==> src/rtl/gravity_accumulate_euler_body_macros.svh <==
// assertion macros for the gravity accumulator block
`ifndef GRAVITY_ACCUMULATE_EULER_BODY_MACROS_SVH
`define GRAVITY_ACCUMULATE_EULER_BODY_MACROS_SVH
`ifndef SYNTHESIS
`define GAE_ASSERT_IMPL(label, clk, rst_n, ante, cons) \
  label: assert property (@(posedge clk) disable iff (!rst_n) (ante) |-> (cons)) \
    else $error("same-cycle check failed");
`define GAE_ASSERT_NEXT(label, clk, rst_n, ante, cons) \
  label: assert property (@(posedge clk) disable iff (!rst_n) (ante) |=> (cons)) \
    else $error("next-cycle check failed");
`else
`define GAE_ASSERT_IMPL(label, clk, rst_n, ante, cons)
`define GAE_ASSERT_NEXT(label, clk, rst_n, ante, cons)
`endif
`endif

==> src/rtl/gae_pkg.sv <==
// shared types, constants and helpers of the gravity accumulator
package gae_pkg;

  localparam int WORD_BITS    = 32;
  localparam int FRAC_BITS    = 16;
  localparam int UNIT_FRAC    = 30;
  localparam int DT_FRAC      = 16;
  localparam int DIV_NUM_BITS = 80;
  localparam int DIV_DEN_BITS = 64;
  localparam int DIV_CNT_BITS = $clog2(DIV_NUM_BITS);
  localparam int SQ_IN_BITS   = 64;
  localparam int SQ_OUT_BITS  = SQ_IN_BITS / 2;
  localparam int SQ_CNT_BITS  = $clog2(SQ_OUT_BITS);
  localparam int MUL_BITS     = 33;

  localparam logic [31:0] RADIUS_RESET = 32'd458752;
  localparam logic [31:0] GRAV_RESET   = 32'd65536;
  localparam logic        REQ_TICK     = 1'b1;

  typedef logic [2:0] cfg_addr_t;
  localparam cfg_addr_t CFG_START_X  = 3'd0;
  localparam cfg_addr_t CFG_START_Y  = 3'd1;
  localparam cfg_addr_t CFG_START_VX = 3'd2;
  localparam cfg_addr_t CFG_START_VY = 3'd3;
  localparam cfg_addr_t CFG_RADIUS   = 3'd4;
  localparam cfg_addr_t CFG_GRAV     = 3'd5;

  typedef struct packed {
    logic               req_type;
    logic signed [31:0] other_x;
    logic signed [31:0] other_y;
    logic [31:0]        other_mass;
    logic [31:0]        other_radius;
    logic [15:0]        dt_step;
  } in_item_t;

  typedef struct packed {
    logic signed [31:0] pos_x_out;
    logic signed [31:0] pos_y_out;
    logic signed [31:0] vel_x_out;
    logic signed [31:0] vel_y_out;
    logic signed [31:0] acc_x_out;
    logic signed [31:0] acc_y_out;
    logic               overlaps;
    logic               coincident;
  } out_item_t;

  typedef enum logic [4:0] {
    ST_IDLE, ST_I_AX, ST_I_AY, ST_I_RS, ST_I_OVL, ST_I_X, ST_I_Y, ST_I_GM,
    ST_I_SQRT, ST_I_DIVK, ST_I_WAITK, ST_I_DIVX, ST_I_WAITX, ST_I_MULX,
    ST_I_ACCX, ST_I_DIVY, ST_I_WAITY, ST_I_MULY, ST_I_ACCY,
    ST_T_AX, ST_T_AY, ST_T_VX, ST_T_VY, ST_T_PY, ST_DONE
  } state_t;

  typedef enum logic [3:0] {
    MUL_NONE, MUL_AX, MUL_AY, MUL_RS, MUL_X, MUL_Y, MUL_GM, MUL_KU,
    MUL_ACCX, MUL_ACCY, MUL_VELX, MUL_VELY
  } mul_sel_t;

  typedef enum logic [1:0] {DIV_K, DIV_X, DIV_Y} div_sel_t;

  typedef struct packed {
    logic     capture;
    mul_sel_t mul_sel;
    logic     d2_load;
    logic     d2_add;
    logic     ovl_load;
    logic     r2_load;
    logic     r2_add;
    logic     gm_load;
    logic     sqrt_start;
    logic     div_start;
    div_sel_t div_sel;
    logic     k_load;
    logic     u_load;
    logic     accx_upd;
    logic     accy_upd;
    logic     velx_upd;
    logic     vely_upd;
    logic     posx_upd;
    logic     posy_upd;
    logic     acc_clr;
    logic     out_load;
  } ctrl_cmd_t;

  typedef struct packed {
    logic req_tick;
    logic coin;
    logic div_busy;
    logic sqrt_busy;
  } ctrl_stat_t;

  localparam logic signed [33:0] SUM_MAX = 34'sd2147483647;
  localparam logic signed [33:0] SUM_MIN = -34'sd2147483648;

  // base plus a signed magnitude, clamped to the word range
  function automatic logic signed [31:0] sat_add(logic signed [31:0] base,
                                                 logic [31:0] mag, logic neg);
    logic signed [33:0] addend;
    logic signed [33:0] sum;
    addend = neg ? -$signed({2'b00, mag}) : $signed({2'b00, mag});
    sum    = $signed({{2{base[31]}}, base}) + addend;
    if (sum > SUM_MAX) begin
      return SUM_MAX[31:0];
    end else if (sum < SUM_MIN) begin
      return SUM_MIN[31:0];
    end
    return sum[31:0];
  endfunction

  function automatic logic [31:0] abs32(logic signed [31:0] v);
    return v[31] ? 32'(-v) : 32'(v);
  endfunction

endpackage

==> src/rtl/gae_ctrl.sv <==
// controller: sequences one item through the datapath and runs the handshakes
module gae_ctrl (
  input  logic                clk,
  input  logic                rst_n,
  input  logic                in_valid,
  output logic                in_ready,
  output logic                out_valid,
  input  logic                out_ready,
  input  gae_pkg::ctrl_stat_t stat,
  output gae_pkg::ctrl_cmd_t  cmd
);
  import gae_pkg::*;

  state_t state_r, state_nxt;
  logic   out_valid_r, out_valid_nxt;
  logic   units_idle;
  logic   out_free;

  assign units_idle = !stat.div_busy && !stat.sqrt_busy;
  assign out_free   = !out_valid_r || out_ready;

  always_comb begin
    state_nxt = state_r;
    case (state_r)
      ST_IDLE:    if (in_valid) state_nxt = stat.req_tick ? ST_T_AX : ST_I_AX;
      ST_I_AX:    state_nxt = ST_I_AY;
      ST_I_AY:    state_nxt = ST_I_RS;
      ST_I_RS:    state_nxt = ST_I_OVL;
      ST_I_OVL:   state_nxt = stat.coin ? ST_DONE : ST_I_X;
      ST_I_X:     state_nxt = ST_I_Y;
      ST_I_Y:     state_nxt = ST_I_GM;
      ST_I_GM:    state_nxt = ST_I_SQRT;
      ST_I_SQRT:  state_nxt = ST_I_DIVK;
      ST_I_DIVK:  state_nxt = ST_I_WAITK;
      ST_I_WAITK: if (units_idle) state_nxt = ST_I_DIVX;
      ST_I_DIVX:  state_nxt = ST_I_WAITX;
      ST_I_WAITX: if (units_idle) state_nxt = ST_I_MULX;
      ST_I_MULX:  state_nxt = ST_I_ACCX;
      ST_I_ACCX:  state_nxt = ST_I_DIVY;
      ST_I_DIVY:  state_nxt = ST_I_WAITY;
      ST_I_WAITY: if (units_idle) state_nxt = ST_I_MULY;
      ST_I_MULY:  state_nxt = ST_I_ACCY;
      ST_I_ACCY:  state_nxt = ST_DONE;
      ST_T_AX:    state_nxt = ST_T_AY;
      ST_T_AY:    state_nxt = ST_T_VX;
      ST_T_VX:    state_nxt = ST_T_VY;
      ST_T_VY:    state_nxt = ST_T_PY;
      ST_T_PY:    state_nxt = ST_DONE;
      ST_DONE:    if (out_free) state_nxt = ST_IDLE;
      default:    state_nxt = ST_IDLE;
    endcase
  end

  always_comb begin
    cmd      = '0;
    in_ready = 1'b0;
    case (state_r)
      ST_IDLE: begin
        in_ready    = 1'b1;
        cmd.capture = in_valid;
      end
      ST_I_AX:    cmd.mul_sel = MUL_AX;
      ST_I_AY: begin
        cmd.d2_load = 1'b1;
        cmd.mul_sel = MUL_AY;
      end
      ST_I_RS: begin
        cmd.d2_add  = 1'b1;
        cmd.mul_sel = MUL_RS;
      end
      ST_I_OVL:   cmd.ovl_load = 1'b1;
      ST_I_X:     cmd.mul_sel = MUL_X;
      ST_I_Y: begin
        cmd.r2_load = 1'b1;
        cmd.mul_sel = MUL_Y;
      end
      ST_I_GM: begin
        cmd.r2_add  = 1'b1;
        cmd.mul_sel = MUL_GM;
      end
      ST_I_SQRT: begin
        cmd.gm_load    = 1'b1;
        cmd.sqrt_start = 1'b1;
      end
      ST_I_DIVK: begin
        cmd.div_start = 1'b1;
        cmd.div_sel   = DIV_K;
      end
      ST_I_WAITK: cmd.k_load = units_idle;
      ST_I_DIVX: begin
        cmd.div_start = 1'b1;
        cmd.div_sel   = DIV_X;
      end
      ST_I_WAITX: cmd.u_load = units_idle;
      ST_I_MULX:  cmd.mul_sel = MUL_KU;
      ST_I_ACCX:  cmd.accx_upd = 1'b1;
      ST_I_DIVY: begin
        cmd.div_start = 1'b1;
        cmd.div_sel   = DIV_Y;
      end
      ST_I_WAITY: cmd.u_load = units_idle;
      ST_I_MULY:  cmd.mul_sel = MUL_KU;
      ST_I_ACCY:  cmd.accy_upd = 1'b1;
      ST_T_AX:    cmd.mul_sel = MUL_ACCX;
      ST_T_AY: begin
        cmd.velx_upd = 1'b1;
        cmd.mul_sel  = MUL_ACCY;
      end
      ST_T_VX: begin
        cmd.vely_upd = 1'b1;
        cmd.mul_sel  = MUL_VELX;
      end
      ST_T_VY: begin
        cmd.posx_upd = 1'b1;
        cmd.mul_sel  = MUL_VELY;
      end
      ST_T_PY: begin
        cmd.posy_upd = 1'b1;
        cmd.acc_clr  = 1'b1;
      end
      ST_DONE:    cmd.out_load = out_free;
      default: ;
    endcase
  end

  always_comb begin
    out_valid_nxt = out_valid_r;
    if (cmd.out_load) begin
      out_valid_nxt = 1'b1;
    end else if (out_ready) begin
      out_valid_nxt = 1'b0;
    end
  end

  always_ff @(posedge clk) begin
    if (!rst_n) begin
      state_r     <= ST_IDLE;
      out_valid_r <= 1'b0;
    end else begin
      state_r     <= state_nxt;
      out_valid_r <= out_valid_nxt;
    end
  end

  assign out_valid = out_valid_r;
endmodule
==> config.mk <==
export PLATFORM = sky130hd
export DESIGN_NAME = gae_ctrl
export DESIGN_NICKNAME = d
export VERILOG_FILES = /design/src/rtl/gravity_accumulate_euler_body_macros.svh /design/src/rtl/gae_pkg.sv /design/src/rtl/gae_ctrl.sv
export SDC_FILE = /design/constraint.sdc
export NUM_CORES = 1
export LEC_CHECK = 0
export ABC_AREA = 1
export BUFFER_PORTS_ARGS = -buffer_cell sky130_fd_sc_hd__clkbuf_2
export CELL_PAD_IN_SITES_DETAIL_PLACEMENT = 0
export CELL_PAD_IN_SITES_GLOBAL_PLACEMENT = 2
export CORE_ASPECT_RATIO = 1.25
export CORE_UTILIZATION = 22
export CTS_CLUSTER_SIZE = 10
export DETAILED_ROUTE_END_ITERATION = 12
export PLACE_DENSITY_LB_ADDON = 0.15
export RECOVER_POWER = 25
export SYNTH_ARGS = -nofsm -noshare
export SYNTH_HDL_FRONTEND = slang
export SYNTH_SLANG_ARGS = --single-unit
==> constraint.sdc <==
create_clock -name clk -period 3.2 [get_ports clk]
set_input_delay 0.48 -clock clk [delete_from_list [all_inputs] [get_ports clk]]
set_output_delay 0.48 -clock clk [all_outputs]
set_load 0.02 [all_outputs]
# Yosys cells after proc, flatten, opt, wreduce, memory -nomap -nowiden
# Cells that the tools add are included.
# W data, S select, Z words.
[word_totals]
ff_bits = 6
latch_bits = 0
ramBits = 0
rom_bits = 0
output_inout_bits = 27
wordCells = 71
n_memories = 0
[classes]
n_addsub = 0
n_mul = 0
n_div = 0
order_cmp = 0
eq_ne = 29
n_shift = 0
mux = 29
n_bitwise = 0
n_reduce_logical = 11
[ops]
columns = ["op", "n"]
rows = [
  ["$pmux W5 S24", 1],
  ["$eq A5 B5 Y1 const B", 9],
  ["$pmux W4 S11", 1],
  ["$eq A5 B4 Y1 const B", 8],
  ["$mux W5", 7],
  ["$eq A5 B3 Y1 const B", 4],
  ["$mux W1", 17],
  ["$eq A5 B2 Y1 const B", 2],
  ["$ne A2 B2 Y1 const B", 5],
  ["$pmux W3 S3", 1],
  ["$reduce_or A2 Y1", 3],
  ["$eq A5 B1 Y1 const B", 1],
  ["$logic_not A5 Y1", 1],
  ["$reduce_and A5 Y1", 1],
  ["$mux W2", 2],
  ["$logic_not A1 Y1", 3],
  ["$reduce_bool A2 Y1", 1],
  ["$logic_and A1 B1 Y1", 1],
  ["$logic_or A1 B1 Y1", 1],
]

# Longest topological paths before layout
[logic_depth]
word_depth = 4
ltp_mapped = 9

# Least setup slack after synthesis
# No wires, ideal clock.
[synth_timing]
path_kind = "register -> output"
start = "register state_r[3]"
end = "output port cmd[12] (netlist name)"
arrival_time_ns = 1.644
path_slack_ns = 1.076
stages_incl_launch_ff = 3
n_path_buf = 0
cell_sequence = "dfxtp_1 > inv_1 > a2111oi_0"
[synth_lines]
columns = ["element", "line", "rtl"]
rows = [
  ["start: declaration", "gae_ctrl.sv:14", "state_t state_r, state_nxt;"],
  ["start signal: assignment", "gae_ctrl.sv:140", "state_r <= state_nxt;"],
  ["end: declaration", "gae_ctrl.sv:10", "output gae_pkg::ctrl_cmd_t cmd"],
]

==> qor_table.md <==
| Quantity | Reported |
| --- | --- |
| Outcome | finished, final reports clean |
| Clock Skew | 0.00202 ns |
| Comb pwr share | 68.1% |
| Gate count after technology mapping | 130 |
| Sequential-to-total area share from yosys stat | 17.0% |
| Die span in x | 52.7 um |
| Core utilization of the finished layout | 29.8% |
| Depth of the most critical reg-to-reg path | 8 |
| Top cell type by total area after synthesis | dfxtp_1 |
| # setup viols final | 0 |
| Final hold vios | 0 |
| Library cell appearing most often on the critical path | nor2_1 |
| Peak supply drop | 357 uV |
| Nets in the synthesized netlist | 138 |
| Worst endpoint required time | 2.72 ns |
| Synth Warn # | 0 |
| Number of violations reported at the end of detailed-routing iteration 0 | 30 |
| Setup repair after global routing missed its margin | false |
| Post-CTS Hold Buffers | 0 |
| Post-Synthesis Mean Instance Area | 5.45 um2 |
| Overall Power | 673 uW |
| Number of buffers inserted to repair setup after CTS | 0 |
| Total wire length after detailed routing | 2.45 mm |
| Critical Path Sink | cmd[21] |
| Diodes inserted | 0 |
| Remaining number of nets flagged by the antenna check after routing | 0 |
| Multi-input combinational cell area | 448 um2 |
| Mapped cell area | 708 um2 |
| Largest net degree at the start of global routing | 14 |
| Clock network power share | 10.7% |
| Placeable core region | 3000 um2 |
| CP arrival | 1.92 ns |
| Start of the worst register-to-register path | state_r[4]$_SDFFE_PN0P_ |
| Antenna violations before repair | 0 |
| Switching Fraction | 59.2% |
| Hold Path Class | in2reg |
| GRT Total Usage | 15.7% |
| Clock Pin Slew Worst Setup and Hold Paths | 0.05 ns |
| Placer congestion estimate | 0.799 |
| Worst setup path startpoint | state_r[2]$_SDFFE_PN0P_ |
| Top area cells in the synthesized netlist | dfxtp_1 (17%), nor2_1 (15%), nand2_1 (13%), inv_1 (11%), nand3_1 (9.2%) |
| Top achievable clock speed | 416 MHz |
| Count of port buffers added during placement | 34 |
| Critical path capture point type | output pin |
| Max incr delay on CP | 0.47 ns |
| Sequential cell area | 120 um2 |
| Gates resized, CTS repair | 0 |
| Internal Pwr Total | 274 uW |
| Crit path buffers/inverters | 2 |
| Leakage Power | 0.544 nW |
| Critical Path Stages | 7 |
| Global-route wire length before repair | 4.02 mm |
| Power density of the placed cells | 753 nW/um2 |
| Area of the die | 3450 um2 |
| Detailed-route DRC error count | 0 |
| Chain of cells forming the critical path | inv_1 -> nor2_1 -> nand2_1 -> nor2_1 -> nor2_1 -> nand3_1 -> clkbuf_2 |
| Max Cap Viol | 0 |
| Synthesized flop and latch total | 6 |
| Fin crit period | 2.40 ns |
| Area share of the leading cell type in the synthesized netlist | 17.0% |
| Worst hold margin | 0.535 ns |
| Buffer levels on the longest clock path | 2 |
| Worst slew margin | 65.3% |
| Layout overhead on the synthesized area | 26.1% |
| Routed length per placed instance | 12.3 um |
| Critical path start-end classification | reg2out |
| Crit path launch type | register |
| Slowest-stage cell, CP | dfxtp_1 |
| # nets final | 173 |
| Number of rows created at floorplan | 22 |
| Buffer cell driving the clock tree root | clkbuf_4 |
| Via count of the first global-routing pass | 907 |
| Starting density of the core | 23.6% |
| TritonCTS clock tree | built |
| Family of cells with the greatest summed delay on the critical path | simple AND/OR/NAND/NOR gates |
| Register-to-Register Setup Slack | 1.30 ns |
| R2R Path End | state_r[4]$_SDFFE_PN0P_ |
| Period utilization | 75.1% |
| Slew of the pin with the lowest slew margin | 0.518 ns |
| Total via count after detailed routing | 947 |
| Vias per Instance | 4.76 |
| Fillcell total | 368 |
| Layout cells sized above 1 | 27.6% |
| Cts bufs inserted | 3 |
| Setup TNS | 0 ns |
| Placed wire-length estimate | 2.08 mm |
| Seq pwr share | 21.2% |
| Switch Pwr | 399 uW |
| I/O pin cnt | 35 |
| Clock latency at the later pin of the worst-skew pair | 0.25 ns |
| Die H | 65.4 um |
| Largest fanout of any net on the critical path | 8 |
| Total iterations of the first detailed-routing run | 4 |
| Number of slew-limit violations in the final report | 0 |
| Number of H-tree branching levels | 1 |
| Count of unique library cells instantiated by Yosys | 25 |
| TritonCTS Sinks | 6 |
| GRT Residual Overflow | 0 |
## flip-flops by register name (all words and copies together) (netlist names)
register and flops:
state_r 5, out_valid 1
## cells in the final DEF (no fill, tap or decap)
cell type   n
a21oi_1     7
nand3_1    13
clkbuf_4    3
o211ai_1    1
clkbuf_2   32
nor3_1      3
inv_1      21
nand2_1    26
nand3b_1    1
inv_2       2
nand3_2     2
dfxtp_1     6
o2111ai_1   1
nor2_2      2
or2_2       1
o22ai_1     1
o21ai_1     1
clkinv_1    1
nand4_1     1
a2111oi_0   1
nor2_1     31
clkbuf_1    2
a31oi_1     1
nand2_2     2
nand2_4     1
## cell type report
type	instances	area share [%]
Tap cell	36	5.04
Clock buffer	3	2.52
Sequential cell	6	13.4
Multi-Input combinational cell	96	50.1
Inverter	24	10.1
Timing Repair Buffer	34	18.8
## tightest hold or removal path: cells and delay by family
family | cells | cell delay [ns]
simple gates | 1 | 0.11
buf+inv | 2 | 0.16
## metrics by stage
| stage | setup slack [ns] | instances | instance area, um2 |
|---|---|---|---|
| final | 0.795 | 199 | 893 |
| after global routing | 0.638 | 199 | 893 |
| after CTS | 0.858 | 199 | 918 |
| after detailed placement | 1.13 | 196 | 896 |
| after global placement | 1.20 | 196 | 896 |
| after floorplan | 1.08 | 130 | 708 |
## metal layers
metal	up-vias	global-route usage (%)	share of wire, %
met2	28	29.0	53
li1	477	-	-
met5	-	0	0
met1	439	17.7	42
met4	0	6.58	1.0
met3	3	1.39	3.6
## worst min-delay path by stage
stage	from	end	slack, ns	cells past startpoint
global route	rst_n	out_valid$_SDFFE_PN0P_	0.58	3
finish	rst_n	out_valid$_SDFFE_PN0P_	0.53	3
detailed placement	out_valid$_SDFFE_PN0P_	out_valid$_SDFFE_PN0P_	0.58	4
global placement	state_r[1]$_SDFFE_PN0P_	state_r[1]$_SDFFE_PN0P_	0.56	2
CTS	rst_n	out_valid$_SDFFE_PN0P_	0.54	3
floorplan	state_r[1]$_SDFFE_PN0P_	state_r[1]$_SDFFE_PN0P_	0.50	2
## kinds of logic after synthesis
family          Yosys count  synth area share (%)
compound gates           13                  11.0
buf+inv                  28                  16.6
flops                     6                  17.0
simple gates             83                  55.5
## power by group through the flow
stage	Sequential, mW	Combinational [mW]	Clock (mW)
floorplan	0.119	0.371	0
global placement	0.143	0.489	0
detailed placement	0.145	0.485	0
CTS	0.144	0.486	0.0732
global route	0.148	0.516	0.0777
finish	0.143	0.458	0.0720
## synth_stat cells
master	n
nor2_1	28
nor3_1	3
nand3_2	2
nand3_1	13
o22ai_1	1
nand2_2	4
o21ai_1	1
clkinv_1	1
a2111oi_0	1
or2_2	1
nand3b_1	1
nand2_1	24
nor2_2	3
nor2_4	2
buf_4	3
a21oi_1	7
inv_2	2
nand2_4	1
buf_2	1
o211ai_1	1
inv_1	21
nand4_1	1
a31oi_1	1
o2111ai_1	1
dfxtp_1	6
Power figures use the tool's default switching activity.
